### src/hw/rtl/gie_pkg.sv
`default_nettype none
// ----------------------------------------------------------------------------
// gie_pkg : shared types and constants for the genomic inbreeding estimators
// Beat layouts, controller commands and status, divide operation codes and
// the saturation helpers used by the datapath.
// ----------------------------------------------------------------------------
package gie_pkg;

  localparam int FRAC_BITS = 16;
  localparam int P_W       = 17;
  localparam int CNT_W     = 21;
  localparam int ACC_W     = 48;
  localparam int TERM_W    = 42;
  localparam int NUM_W     = 50;
  localparam int DVD_W     = 64;
  localparam int DEN_W     = 48;
  localparam int REM_W     = 48;
  localparam int QUO_W     = 41;
  localparam int ITER_W    = 7;
  localparam int OUT_W     = 32;

  localparam logic [ITER_W-1:0] ITER_LONG  = 7'd64;
  localparam logic [ITER_W-1:0] ITER_SHORT = 7'd49;
  localparam logic [CNT_W-1:0]  CNT_CAP    = 21'd1048576;
  localparam logic [QUO_W-1:0]  QCAP       = 41'h100_0000_0000;

  // divide operations: per-snp ops below eight, final estimates from eight up
  localparam logic [3:0] OP_VR2H   = 4'd0;
  localparam logic [3:0] OP_Y2     = 4'd1;
  localparam logic [3:0] OP_VR2X   = 4'd2;
  localparam logic [3:0] OP_LH2    = 4'd3;
  localparam logic [3:0] OP_LR     = 4'd4;
  localparam logic [3:0] OP_F_VR1  = 4'd8;
  localparam logic [3:0] OP_F_VR2  = 4'd9;
  localparam logic [3:0] OP_F_Y1   = 4'd10;
  localparam logic [3:0] OP_F_Y2   = 4'd11;
  localparam logic [3:0] OP_F_LH1  = 4'd12;
  localparam logic [3:0] OP_F_LH2  = 4'd13;
  localparam logic [3:0] OP_F_HOM  = 4'd14;
  localparam logic [3:0] OP_F_LR   = 4'd15;

  typedef struct packed {
    logic [2:0]      allele_first;
    logic [2:0]      allele_second;
    logic            snp_usable;
    logic [P_W-1:0]  allele2_freq;
    logic            last_snp;
  } in_t;

  typedef struct packed {
    logic signed [OUT_W-1:0] f_vr1;
    logic signed [OUT_W-1:0] f_vr2;
    logic signed [OUT_W-1:0] f_yang1;
    logic signed [OUT_W-1:0] f_yang2;
    logic signed [OUT_W-1:0] f_lh1;
    logic signed [OUT_W-1:0] f_lh2;
    logic signed [OUT_W-1:0] f_hom;
    logic signed [OUT_W-1:0] f_lr;
    logic [CNT_W-1:0]        loci_used;
    logic                    divide_fault;
  } out_t;

  typedef struct packed {
    logic       load_in;
    logic       mul;
    logic       div_start;
    logic       take;
    logic       acc;
    logic       out_load;
    logic       clear;
    logic [3:0] op;
  } cmd_t;

  typedef struct packed {
    logic counted;
    logic het;
    logic last;
    logic div_done;
    logic out_free;
  } stat_t;

  // clamp a one-bit-grown accumulator sum back to the accumulator range
  function automatic logic signed [ACC_W-1:0] sat_acc(input logic signed [ACC_W:0] s);
    logic signed [ACC_W-1:0] r;
    if (s[ACC_W] != s[ACC_W-1]) begin
      r = s[ACC_W] ? {1'b1, {(ACC_W-1){1'b0}}} : {1'b0, {(ACC_W-1){1'b1}}};
    end else begin
      r = s[ACC_W-1:0];
    end
    return r;
  endfunction

  // clamp an estimate to the signed 32-bit output range
  function automatic logic signed [OUT_W-1:0] sat32(input logic signed [TERM_W:0] v);
    logic signed [OUT_W-1:0] r;
    if (v[TERM_W:OUT_W-1] != {(TERM_W-OUT_W+2){1'b0}} &&
        v[TERM_W:OUT_W-1] != {(TERM_W-OUT_W+2){1'b1}}) begin
      r = v[TERM_W] ? {1'b1, {(OUT_W-1){1'b0}}} : {1'b0, {(OUT_W-1){1'b1}}};
    end else begin
      r = v[OUT_W-1:0];
    end
    return r;
  endfunction

endpackage
`default_nettype wire

### src/hw/rtl/gie_div.sv
`default_nettype none
// ----------------------------------------------------------------------------
// gie_div : iterative restoring divider
// One quotient bit per cycle, round half up at the end, result capped at 2^40.
// A short run covers 49 dividend bits, a long run all 64.
// ----------------------------------------------------------------------------
module gie_div (
  input  logic                        clk,
  input  logic                        rst,
  input  logic                        start,
  input  logic                        short_run,
  input  logic [gie_pkg::DVD_W-1:0]   dividend,
  input  logic [gie_pkg::DEN_W-1:0]   divisor,
  output logic                        done,
  output logic [gie_pkg::QUO_W-1:0]   quotient
);
  import gie_pkg::*;

  logic [DVD_W-1:0]  dvd;
  logic [REM_W-1:0]  rem;
  logic [QUO_W:0]    quo;
  logic              ovf;
  logic              busy;
  logic [ITER_W-1:0] cnt;
  logic [REM_W:0]    trial;
  logic [REM_W:0]    diff;
  logic              qbit;
  logic              round_up;
  logic [QUO_W+1:0]  qsum;

  // one restoring step
  always_comb begin
    trial = {rem, dvd[DVD_W-1]};
    diff  = trial - {1'b0, divisor};
    qbit  = trial >= {1'b0, divisor};
  end

  // rounding and cap
  always_comb begin
    round_up = {rem, 1'b0} >= {1'b0, divisor};
    qsum     = {1'b0, quo} + {{(QUO_W+1){1'b0}}, round_up};
    quotient = (ovf || quo[QUO_W] || qsum > {2'b00, QCAP}) ? QCAP : qsum[QUO_W-1:0];
  end

  // control
  always_ff @(posedge clk) begin
    if (rst) begin
      busy <= 1'b0;
      done <= 1'b0;
      cnt  <= '0;
    end else begin
      done <= 1'b0;
      if (start) begin
        busy <= 1'b1;
        cnt  <= short_run ? ITER_SHORT : ITER_LONG;
      end else if (busy) begin
        cnt <= cnt - 7'd1;
        if (cnt == 7'd1) begin
          busy <= 1'b0;
          done <= 1'b1;
        end
      end
    end
  end

  // working registers
  always_ff @(posedge clk) begin
    if (start) begin
      dvd <= short_run ? {dividend[48:0], 15'b0} : dividend;
      rem <= '0;
      quo <= '0;
      ovf <= 1'b0;
    end else if (busy) begin
      dvd <= {dvd[DVD_W-2:0], 1'b0};
      rem <= qbit ? diff[REM_W-1:0] : trial[REM_W-1:0];
      quo <= {quo[QUO_W-1:0], qbit};
      ovf <= ovf | quo[QUO_W];
    end
  end

endmodule
`default_nettype wire

### src/hw/rtl/gie_dp.sv
`default_nettype none
// ----------------------------------------------------------------------------
// gie_dp : datapath for the genomic inbreeding estimators
// Input capture, per-snp products and terms, accumulators, divide operand
// selection around the shared divider, final estimates and output register.
// ----------------------------------------------------------------------------
module gie_dp (
  input  logic                  clk,
  input  logic                  rst,
  input  gie_pkg::cmd_t         cmd,
  output gie_pkg::stat_t        stat,
  input  gie_pkg::in_t          in_data,
  input  logic                  cfg_valid,
  output logic                  cfg_ready,
  input  logic [gie_pkg::P_W-1:0] cfg_data,
  output logic                  out_valid,
  input  logic                  out_ready,
  output gie_pkg::out_t         out_data
);
  import gie_pkg::*;

  localparam logic signed [TERM_W-1:0] SCALE_T = 42'sd65536;
  localparam logic [NUM_W-1:0]         P_SQ_N  = 50'h1_0000_0000;

  logic [P_W-1:0]   min_freq;
  logic [15:0]      m_r, o_r, p_r;
  logic             het_r, counted_r, last_r;
  logic [31:0]      sq_r, h2_r;
  logic [CNT_W-1:0] loci_count, hom_count;
  logic signed [ACC_W-1:0] acc_lr, acc_vr1, acc_vr2, acc_yang1, acc_yang2;
  logic signed [ACC_W-1:0] acc_lh2, acc_exp_hom, acc_exp_het;
  logic signed [TERM_W-1:0] ta, tb, tc;
  logic signed [OUT_W-1:0] fin [8];
  logic             fault;

  logic             cls_ok, hom22, hom11, counted;
  logic [P_W-1:0]   q17, twop;
  logic [15:0]      dabs, msel;
  logic [31:0]      mo;

  logic [32:0]      hsum, v1sum, y1sum;
  logic [16:0]      h;
  logic signed [TERM_W-1:0] t_vr1, t_vr2, t_y1, t_y2, t_lh2, t_lr, t_eh, t_het;

  logic signed [NUM_W-1:0] num, den, num_abs, den_abs;
  logic             sh16, den_zero, neg;
  logic [DVD_W-1:0] dividend;
  logic             div_done;
  logic [QUO_W-1:0] quo;
  logic signed [TERM_W-1:0] v;
  logic signed [TERM_W:0]   post;

  assign cfg_ready = 1'b1;

  // configuration register
  always_ff @(posedge clk) begin
    if (rst) begin
      min_freq <= '0;
    end else if (cfg_valid) begin
      min_freq <= cfg_data;
    end
  end

  // genotype class and counting test
  always_comb begin
    hom22  = in_data.allele_first == 3'd2 && in_data.allele_second == 3'd2;
    hom11  = in_data.allele_first == 3'd1 && in_data.allele_second == 3'd1;
    cls_ok = hom22 || hom11 ||
             (in_data.allele_first == 3'd1 && in_data.allele_second == 3'd2) ||
             (in_data.allele_first == 3'd2 && in_data.allele_second == 3'd1);
    counted = in_data.snp_usable && cls_ok && in_data.allele2_freq != '0 &&
              in_data.allele2_freq < 17'h10000 && in_data.allele2_freq >= min_freq;
    q17 = 17'h10000 - in_data.allele2_freq;
  end

  // input capture
  always_ff @(posedge clk) begin
    if (cmd.load_in) begin
      counted_r <= counted;
      last_r    <= in_data.last_snp;
      het_r     <= !(hom22 || hom11);
      p_r       <= in_data.allele2_freq[15:0];
      m_r       <= hom22 ? q17[15:0] : in_data.allele2_freq[15:0];
      o_r       <= hom22 ? in_data.allele2_freq[15:0] : q17[15:0];
    end
  end

  // squared term and 2pq
  always_comb begin
    twop = {p_r, 1'b0};
    dabs = (p_r <= 16'd32768) ? 16'(17'h10000 - twop) : 16'(twop - 17'h10000);
    msel = het_r ? dabs : m_r;
    mo   = m_r * o_r;
  end

  always_ff @(posedge clk) begin
    if (cmd.mul) begin
      sq_r <= msel * msel;
      h2_r <= {mo[30:0], 1'b0};
    end
  end

  // per-snp terms
  always_comb begin
    hsum  = {1'b0, h2_r} + 33'h8000;
    h     = hsum[32:16];
    v1sum = {1'b0, sq_r} + (het_r ? 33'h8000 : 33'h2000);
    y1sum = {1'b0, sq_r} + 33'h4000;
    t_het = $signed({{(TERM_W-17){1'b0}}, h});
    t_eh  = SCALE_T - t_het;
    t_vr1 = het_r ? $signed({{(TERM_W-17){1'b0}}, v1sum[32:16]})
                  : $signed({{(TERM_W-19){1'b0}}, v1sum[32:14]});
    t_y1  = het_r ? -t_het : $signed({{(TERM_W-18){1'b0}}, y1sum[32:15]});
    t_vr2 = ta;
    t_y2  = het_r ? -SCALE_T : tb;
    t_lh2 = het_r ? tb : '0;
    t_lr  = het_r ? tc : SCALE_T;
  end

  // divide operand selection
  always_comb begin
    num = '0;
    den = '0;
    case (cmd.op)
      OP_VR2H: begin
        num = $signed({33'b0, m_r, 1'b0}) - $signed({34'b0, o_r});
        den = $signed({34'b0, o_r});
      end
      OP_Y2: begin
        num = $signed({34'b0, m_r});
        den = $signed({34'b0, o_r});
      end
      OP_VR2X: begin
        num = $signed({18'b0, sq_r}) - $signed({18'b0, h2_r});
        den = $signed({18'b0, h2_r});
      end
      OP_LH2: begin
        num = $signed(P_SQ_N);
        den = $signed({18'b0, h2_r});
      end
      OP_LR: begin
        num = $signed({18'b0, h2_r});
        den = $signed(P_SQ_N) - $signed({18'b0, h2_r});
      end
      OP_F_VR1: begin
        num = {{2{acc_vr1[ACC_W-1]}}, acc_vr1};
        den = {{2{acc_exp_het[ACC_W-1]}}, acc_exp_het};
      end
      OP_F_VR2: begin
        num = {{2{acc_vr2[ACC_W-1]}}, acc_vr2};
        den = $signed({29'b0, loci_count});
      end
      OP_F_Y1: begin
        num = {{2{acc_yang1[ACC_W-1]}}, acc_yang1};
        den = {{2{acc_exp_het[ACC_W-1]}}, acc_exp_het};
      end
      OP_F_Y2: begin
        num = {{2{acc_yang2[ACC_W-1]}}, acc_yang2};
        den = $signed({29'b0, loci_count});
      end
      OP_F_LH1: begin
        num = $signed({13'b0, hom_count, 16'b0}) - {{2{acc_exp_hom[ACC_W-1]}}, acc_exp_hom};
        den = $signed({13'b0, loci_count, 16'b0}) - {{2{acc_exp_hom[ACC_W-1]}}, acc_exp_hom};
      end
      OP_F_LH2: begin
        num = {{2{acc_lh2[ACC_W-1]}}, acc_lh2};
        den = $signed({29'b0, loci_count});
      end
      OP_F_HOM: begin
        num = $signed({29'b0, hom_count});
        den = $signed({29'b0, loci_count});
      end
      OP_F_LR: begin
        num = {{2{acc_lr[ACC_W-1]}}, acc_lr};
        den = $signed({29'b0, loci_count});
      end
      default: begin
        num = '0;
        den = '0;
      end
    endcase
  end

  // magnitudes and scaling for the divider
  always_comb begin
    sh16     = !(cmd.op[3] && cmd.op[0]);
    num_abs  = num[NUM_W-1] ? -num : num;
    den_abs  = den[NUM_W-1] ? -den : den;
    dividend = sh16 ? {num_abs[47:0], 16'b0} : {15'b0, num_abs[48:0]};
    den_zero = den == '0;
    neg      = num[NUM_W-1] ^ den[NUM_W-1] ^ (cmd.op == OP_LR);
  end

  gie_div u_div (
    .clk       (clk),
    .rst       (rst),
    .start     (cmd.div_start),
    .short_run (!cmd.op[3]),
    .dividend  (dividend),
    .divisor   (den_abs[DEN_W-1:0]),
    .done      (div_done),
    .quotient  (quo)
  );

  // signed quotient, zero divisor handling and final offsets
  always_comb begin
    if (den_zero) begin
      v = (num[NUM_W-1]) ? -42'sd2147483648 :
          ((num != '0) ? 42'sd2147483647 : 42'sd0);
    end else begin
      v = neg ? -$signed({1'b0, quo}) : $signed({1'b0, quo});
    end
    if (cmd.op == OP_F_VR1) begin
      post = {v[TERM_W-1], v} - 43'sd65536;
    end else if (cmd.op == OP_F_LH2) begin
      post = 43'sd65536 - {v[TERM_W-1], v};
    end else begin
      post = {v[TERM_W-1], v};
    end
  end

  // divide results
  always_ff @(posedge clk) begin
    if (cmd.take && !cmd.op[3]) begin
      if (cmd.op == OP_VR2H || cmd.op == OP_VR2X) begin
        ta <= v;
      end else if (cmd.op == OP_LR) begin
        tc <= v;
      end else begin
        tb <= v;
      end
    end
    if (cmd.take && cmd.op[3]) begin
      fin[cmd.op[2:0]] <= sat32(post);
    end
  end

  // accumulators, counters and fault flag
  always_ff @(posedge clk) begin
    if (rst || cmd.clear) begin
      loci_count  <= '0;
      hom_count   <= '0;
      acc_lr      <= '0;
      acc_vr1     <= '0;
      acc_vr2     <= '0;
      acc_yang1   <= '0;
      acc_yang2   <= '0;
      acc_lh2     <= '0;
      acc_exp_hom <= '0;
      acc_exp_het <= '0;
      fault       <= 1'b0;
    end else begin
      if (cmd.take && cmd.op[3] && den_zero) begin
        fault <= 1'b1;
      end
      if (cmd.acc) begin
        if (loci_count < CNT_CAP) loci_count <= loci_count + 21'd1;
        if (!het_r && hom_count < CNT_CAP) hom_count <= hom_count + 21'd1;
        acc_vr1     <= sat_acc({acc_vr1[ACC_W-1], acc_vr1} +
                               {{(ACC_W+1-TERM_W){t_vr1[TERM_W-1]}}, t_vr1});
        acc_vr2     <= sat_acc({acc_vr2[ACC_W-1], acc_vr2} +
                               {{(ACC_W+1-TERM_W){t_vr2[TERM_W-1]}}, t_vr2});
        acc_yang1   <= sat_acc({acc_yang1[ACC_W-1], acc_yang1} +
                               {{(ACC_W+1-TERM_W){t_y1[TERM_W-1]}}, t_y1});
        acc_yang2   <= sat_acc({acc_yang2[ACC_W-1], acc_yang2} +
                               {{(ACC_W+1-TERM_W){t_y2[TERM_W-1]}}, t_y2});
        acc_lh2     <= sat_acc({acc_lh2[ACC_W-1], acc_lh2} +
                               {{(ACC_W+1-TERM_W){t_lh2[TERM_W-1]}}, t_lh2});
        acc_lr      <= sat_acc({acc_lr[ACC_W-1], acc_lr} +
                               {{(ACC_W+1-TERM_W){t_lr[TERM_W-1]}}, t_lr});
        acc_exp_hom <= sat_acc({acc_exp_hom[ACC_W-1], acc_exp_hom} +
                               {{(ACC_W+1-TERM_W){t_eh[TERM_W-1]}}, t_eh});
        acc_exp_het <= sat_acc({acc_exp_het[ACC_W-1], acc_exp_het} +
                               {{(ACC_W+1-TERM_W){t_het[TERM_W-1]}}, t_het});
      end
    end
  end

  // output register
  always_ff @(posedge clk) begin
    if (rst) begin
      out_valid <= 1'b0;
    end else if (cmd.out_load) begin
      out_valid <= 1'b1;
    end else if (out_ready) begin
      out_valid <= 1'b0;
    end
  end

  always_ff @(posedge clk) begin
    if (cmd.out_load) begin
      out_data.f_vr1        <= fin[0];
      out_data.f_vr2        <= fin[1];
      out_data.f_yang1      <= fin[2];
      out_data.f_yang2      <= fin[3];
      out_data.f_lh1        <= fin[4];
      out_data.f_lh2        <= fin[5];
      out_data.f_hom        <= fin[6];
      out_data.f_lr         <= fin[7];
      out_data.loci_used    <= loci_count;
      out_data.divide_fault <= fault;
    end
  end

  // status to the controller
  always_comb begin
    stat.counted  = counted_r;
    stat.het      = het_r;
    stat.last     = last_r;
    stat.div_done = div_done;
    stat.out_free = !out_valid || out_ready;
  end

endmodule
`default_nettype wire

### src/hw/rtl/gie_ctrl.sv
`default_nettype none
// ----------------------------------------------------------------------------
// gie_ctrl : sequencer for the genomic inbreeding estimators
// Steps each snp through products and, if it counts, divides and accumulation,
// then on the last snp through the eight final divides and the result beat.
// ----------------------------------------------------------------------------
module gie_ctrl (
  input  logic           clk,
  input  logic           rst,
  input  logic           in_valid,
  output logic           in_ready,
  input  gie_pkg::stat_t stat,
  output gie_pkg::cmd_t  cmd
);
  import gie_pkg::*;

  localparam logic [2:0] ST_IDLE   = 3'd0;
  localparam logic [2:0] ST_MUL    = 3'd1;
  localparam logic [2:0] ST_DSTART = 3'd2;
  localparam logic [2:0] ST_DWAIT  = 3'd3;
  localparam logic [2:0] ST_ACC    = 3'd4;
  localparam logic [2:0] ST_OUT    = 3'd5;

  logic [2:0] state, state_next;
  logic [3:0] op, op_next;

  assign in_ready = state == ST_IDLE;

  // next state and commands
  always_comb begin
    state_next = state;
    op_next    = op;
    cmd        = '0;
    cmd.op     = op;
    case (state)
      ST_IDLE: begin
        if (in_valid) begin
          cmd.load_in = 1'b1;
          state_next  = ST_MUL;
        end
      end
      ST_MUL: begin
        cmd.mul = 1'b1;
        if (stat.counted) begin
          op_next    = stat.het ? OP_VR2X : OP_VR2H;
          state_next = ST_DSTART;
        end else if (stat.last) begin
          op_next    = OP_F_VR1;
          state_next = ST_DSTART;
        end else begin
          state_next = ST_IDLE;
        end
      end
      ST_DSTART: begin
        cmd.div_start = 1'b1;
        state_next    = ST_DWAIT;
      end
      ST_DWAIT: begin
        if (stat.div_done) begin
          cmd.take   = 1'b1;
          state_next = ST_DSTART;
          case (op)
            OP_VR2H: op_next = OP_Y2;
            OP_VR2X: op_next = OP_LH2;
            OP_LH2:  op_next = OP_LR;
            OP_Y2,
            OP_LR:   state_next = ST_ACC;
            OP_F_LR: state_next = ST_OUT;
            default: op_next = op + 4'd1;
          endcase
        end
      end
      ST_ACC: begin
        cmd.acc = 1'b1;
        if (stat.last) begin
          op_next    = OP_F_VR1;
          state_next = ST_DSTART;
        end else begin
          state_next = ST_IDLE;
        end
      end
      ST_OUT: begin
        if (stat.out_free) begin
          cmd.out_load = 1'b1;
          cmd.clear    = 1'b1;
          state_next   = ST_IDLE;
        end
      end
      default: begin
        state_next = ST_IDLE;
      end
    endcase
  end

  // state register
  always_ff @(posedge clk) begin
    if (rst) begin
      state <= ST_IDLE;
      op    <= OP_VR2H;
    end else begin
      state <= state_next;
      op    <= op_next;
    end
  end

`ifndef SYNTHESIS
  // an accepted beat always goes on to the product step
  a_accept_mul: assert property (@(posedge clk) disable iff (rst)
    in_valid && in_ready |=> state == ST_MUL)
    else $error("accepted beat did not reach the product step");

  // the divider only finishes while the sequencer waits for it
  a_done_wait: assert property (@(posedge clk) disable iff (rst)
    stat.div_done |-> state == ST_DWAIT)
    else $error("divider finished outside its wait state");

  // a divide never completes in the cycle after it starts
  a_div_len: assert property (@(posedge clk) disable iff (rst)
    cmd.div_start |=> !stat.div_done)
    else $error("divider finished too early");
`endif

endmodule
`default_nettype wire

### src/hw/rtl/genomic_inbreeding_estimators.sv
`default_nettype none
// ----------------------------------------------------------------------------
// genomic_inbreeding_estimators : per-individual genomic inbreeding estimates
// Streams one snp per beat, accumulates the estimator sums over counted snps
// and on the last snp returns eight Q16.16 estimates, the locus count and a
// divide fault flag, then clears its sums.
//
//   channel  direction  handshake             beat
//   in       to block   in_valid / in_ready   in_data  (gie_pkg::in_t)
//   out      from block out_valid / out_ready out_data (gie_pkg::out_t)
//   cfg      to block   cfg_valid / cfg_ready cfg_data (min_freq, Q1.16)
//
// one snp at a time: no divide if it does not count, two for a homozygote
// and three for a heterozygote, each in the shared one-bit-per-cycle
// divider; the eight final divides follow the last snp.
// the result waits in the output register while snps are taken in, and the
// result step stalls only while that register is still full.
// synchronous active-high reset clears the sums, counters and min_freq.
// ----------------------------------------------------------------------------
module genomic_inbreeding_estimators (
  input  logic                    clk,
  input  logic                    rst,
  input  logic                    in_valid,
  output logic                    in_ready,
  input  gie_pkg::in_t            in_data,
  output logic                    out_valid,
  input  logic                    out_ready,
  output gie_pkg::out_t           out_data,
  input  logic                    cfg_valid,
  output logic                    cfg_ready,
  input  logic [gie_pkg::P_W-1:0] cfg_data
);
  import gie_pkg::*;

  cmd_t  cmd;
  stat_t stat;

  // sequencer
  gie_ctrl u_ctrl (
    .clk      (clk),
    .rst      (rst),
    .in_valid (in_valid),
    .in_ready (in_ready),
    .stat     (stat),
    .cmd      (cmd)
  );

  // datapath with the shared divider
  gie_dp u_dp (
    .clk       (clk),
    .rst       (rst),
    .cmd       (cmd),
    .stat      (stat),
    .in_data   (in_data),
    .cfg_valid (cfg_valid),
    .cfg_ready (cfg_ready),
    .cfg_data  (cfg_data),
    .out_valid (out_valid),
    .out_ready (out_ready),
    .out_data  (out_data)
  );

endmodule
`default_nettype wire

### config.mk
export PLATFORM = sky130hd
export DESIGN_NAME = genomic_inbreeding_estimators
export DESIGN_NICKNAME = d
export VERILOG_FILES = /design/src/hw/rtl/gie_pkg.sv /design/src/hw/rtl/gie_div.sv /design/src/hw/rtl/gie_dp.sv /design/src/hw/rtl/gie_ctrl.sv /design/src/hw/rtl/genomic_inbreeding_estimators.sv
export SDC_FILE = /design/constraint.sdc
export NUM_CORES = 2
export LEC_CHECK = 0
export ABC_AREA = 1
export BUFFER_PORTS_ARGS = -buffer_cell sky130_fd_sc_hd__buf_2
export CAP_MARGIN = 20
export CORE_ASPECT_RATIO = 1.2
export CORE_UTILIZATION = 38
export CTS_CLUSTER_SIZE = 16
export DETAILED_ROUTE_END_ITERATION = 12
export PLACE_DENSITY_LB_ADDON = 0.25
export SYNTH_ARGS = -nofsm -noshare
export SYNTH_HDL_FRONTEND = slang
export SYNTH_SLANG_ARGS = --single-unit
export TNS_END_PERCENT = 20
### constraint.sdc
create_clock -name clk -period 16.75 [get_ports clk]
set_input_delay 0.8375 -clock clk [delete_from_list [all_inputs] [get_ports clk]]
set_output_delay 0.8375 -clock clk [all_outputs]
set_load 0.02 [all_outputs]
==> reports/qor.yml <==
synth_compound_area_share_pct: 13.5
cp_max_fo: 31
syn_area_per_cell_um2: 7.65
hold_viol_final: 0
yosys.area_share.adder_pct: 15.3
leakagePower_nw: 55.1
yosys_most_used_dff: "edfxtp_1"
pre_cts_slack_ps: 1530
ys_top_cells_by_area: "edfxtp_1, nand2_1, dfxtp_1"
dieWidth_um: 485
startpoint_type: "flop"
outcome: "complete, no violations"
grtUsageTotal_pct: 29.8
fmax_mhz: 65.3
clk_pin_slew_ps: 60
vias_per_cell: 5.46
setup_viol: 0
drv_cap: 0
slew_headroom_pct: 23.5
grt_pass1_vias: 93400
critPathKind: "flop to flop"
yosysTopAreaCellShare_pct: 23.6
r2r_setup_slack_ps: 1430
synthMuxAreaShare_pct: 0.0564
synth.distinct_cells: 74
vias: 97800
crit_path_end_kind: "flop"
fin_crit_ps: 15320
postCtsSetupBuffers: 0
holdCritPathClass: "primary input to flop"
synth-seq-area-share_pct: 33.9
synth-edff-count: 835
io_buffer_count: 326
cts_hold_buf: 0
overflow: 0
synth_xor_xnor_area_share_pct: 5.39
core_area_mm2: 0.278
synth_top_area_cell: "edfxtp_1"
antenna_found_initial: 30
slew_viol_final: 0
nFillCells: 28600
rsz0062_at_grt: "no"
synth_area_mm2: 0.106
yosys_warnings: 0
drt_iter0_markers: 8962
yosys.area_share.simple_pct: 22.6
ctsRootBufferMaster: "clkbuf_16"
synth_top_family_by_area: "simple AND/OR/NAND/NOR gates"
clockBufferDepth: 4
io-pin-count: 328
cellPowerDensity_mw_per_mm2: 232
multi_input_area_mm2: 0.0608
drc: 0
final-seq-area_mm2: 0.0361
grt_pass1_wl_mm: 623
numCtsBuffers: 164
synth-seq-cells: 1387
tritoncts: "done"
gp_congestion: 1.06
area_growth_pct: 10.7
row_count: 212
crit_arrival_ps: 15880
drtAntennaViolNets: 0
slowest_stage: "nor3_1"
drt_wl_total_mm: 431
wl_per_cell_um: 24.1
tns_ps: 0
max-vdd-ir-drop_mv: 0.421
initial_core_util_pct: 38.2
path_common_cell: "nand2_1"
dr.pass1.iters: 9
max_stage_delay_ps: 840
synthCells: 13900
postSynth.asyncResetShare_pct: 0
drive_above_1_share_pct: 6.94
dieArea_mm2: 0.282
h-tree-depth: 4
utilization_pct: 42.3
syn_nets: 15100
finClkSkew_ps: 115
cts_num_sinks: 1387
cts_resized: 0
grt_max_degree: 187
fp.dieH_um: 582
nNetsFinal: 15200
fin_crit_sh_pct: 91.4
hpwl_mm: 338
tightest_slew_ps: 1140
setup_slack_ps: 1430
clk_latency_ps: 890
required_ps: 17320
==> synth_stat cells, types with 64 or more instances <==
library cell / n
nand2_1: 3316
inv_1: 2017
nor2_1: 1220
a21oi_1: 982
edfxtp_1: 835
o21ai_0: 821
ha_1: 717
nand3_1: 665
dfxtp_1: 552
xor2_1: 463
fa_1: 367
clkbuf_1: 327
xnor2_1: 192
nand4_1: 145
nor3_1: 140
a221oi_1: 126
o211ai_1: 94
o221ai_1: 67
or2_2: 66
a22oi_1: 64
==> metal layers <==
layer / vias to the layer above / track usage [%] / routed length (um)
li1: 46400 / - / -
met1: 46600 / 35.2 / 166000
met2: 3722 / 49.6 / 202000
met3: 976 / 4.19 / 27400
met4: 10 / 21.8 / 35300
met5: - / 0 / 71
==> where the power goes <==
part	switching [mW]	leakage (nW)	internal, mW
Clock	1.55	2.76	2.29
Combinational	11.6	40.3	6.44
Sequential	0.404	12.1	4.97
==> layout by cell type, fill, tap and decap left out, drive strengths merged, types with 28 or more instances in the layout <==
cell type,synthesis,final
edfxtp,835,835
fa,367,367
o21ai,862,862
o221ai,67,67
ha,717,717
o21bai,29,29
a22oi,64,64
a31oi,63,63
nand4,145,145
nand3b,63,63
xor2,463,463
nand2,3351,3351
o31ai,28,28
buf,121,478
dfxtp,552,552
nor2,1271,1271
clkbuf,327,200
or2,67,67
o22ai,43,43
nor3,142,142
nand3,676,676
o211ai,94,94
a21oi,988,988
nor4,41,41
clkinv,13,62
inv,2044,2055
o21a,31,31
a221oi,127,127
xnor2,192,192
==> sequential cells by signal, indices dropped and copies added (netlist names), 42 cells and up <==
name	count
u_dp.acc_yang1	48
u_dp.acc_vr1	48
u_dp.acc_lr	48
u_dp.acc_exp_hom	48
u_dp.u_div.rem	48
out_data	256
u_dp.fin	256
u_dp.tc	42
u_dp.acc_exp_het	48
u_dp.acc_vr2	48
u_dp.t_vr2	42
u_dp.u_div.dvd	64
u_dp.tb	42
u_dp.acc_yang2	48
u_dp.u_div.quo	42
u_dp.acc_lh2	48
==> per-stage QoR <==
step / area (um2) / hold WS [ps] / std cells / power, mW
floorplan: 106000 / 400 / 13900 / 18.5
global placement: 112000 / 400 / 17600 / 23.3
detailed placement: 112000 / 405 / 17600 / 23.4
CTS: 118000 / 153 / 17900 / 27.4
global route: 118000 / 172 / 17900 / 29.9
finish: 118000 / 204 / 17900 / 27.3
==> critical path: cells and delay by family (launching register included) <==
family,cells,cell delay (ps)
and+or+nand+nor,53,10190
DFF,1,680
AOI/OAI and AO/OA,4,1010
xor gates and xnor gates,1,160
buffers and inverters,10,1150
adders and majority gates,6,1710
==> kinds of logic after synthesis <==
logic type / Yosys count
adder cells (fa/ha/maj): 1084
XOR/XNOR: 655
flip-flops: 1387
buffers and inverters: 2505
AND/OR/NAND/NOR: 5779
multiplexers: 6
AO/OA/AOI/OAI: 2503
other: 1
==> final cells by class <==
class                      count  share of cell area, %
antenna                       27                 0.0574
inverter                    2057                   6.57
clock buffer                 200                   3.76
multi-input combinational  10000                   51.7
tap                         3638                   3.86
timing repair buffer         478                   2.38
clock inverter                94                   1.04
sequential                  1387                   30.7
==> worst paths after layout <==
kind,start,end,depth (start not counted)
max,u_ctrl.op[0]$_SDFFE_PP0P_,u_dp.fin[7][2]$_DFFE_PP_,74
min reg2reg,u_dp.fin[0][14]$_DFFE_PP_,out_data[260]$_DFFE_PP_,0
max reg2reg,u_ctrl.op[0]$_SDFFE_PP0P_,u_dp.fin[7][2]$_DFFE_PP_,74
min,in_data[1],u_dp.p_r[0]$_DFFE_PP_,1
No activity file was read; power rests on OpenSTA's default activity.
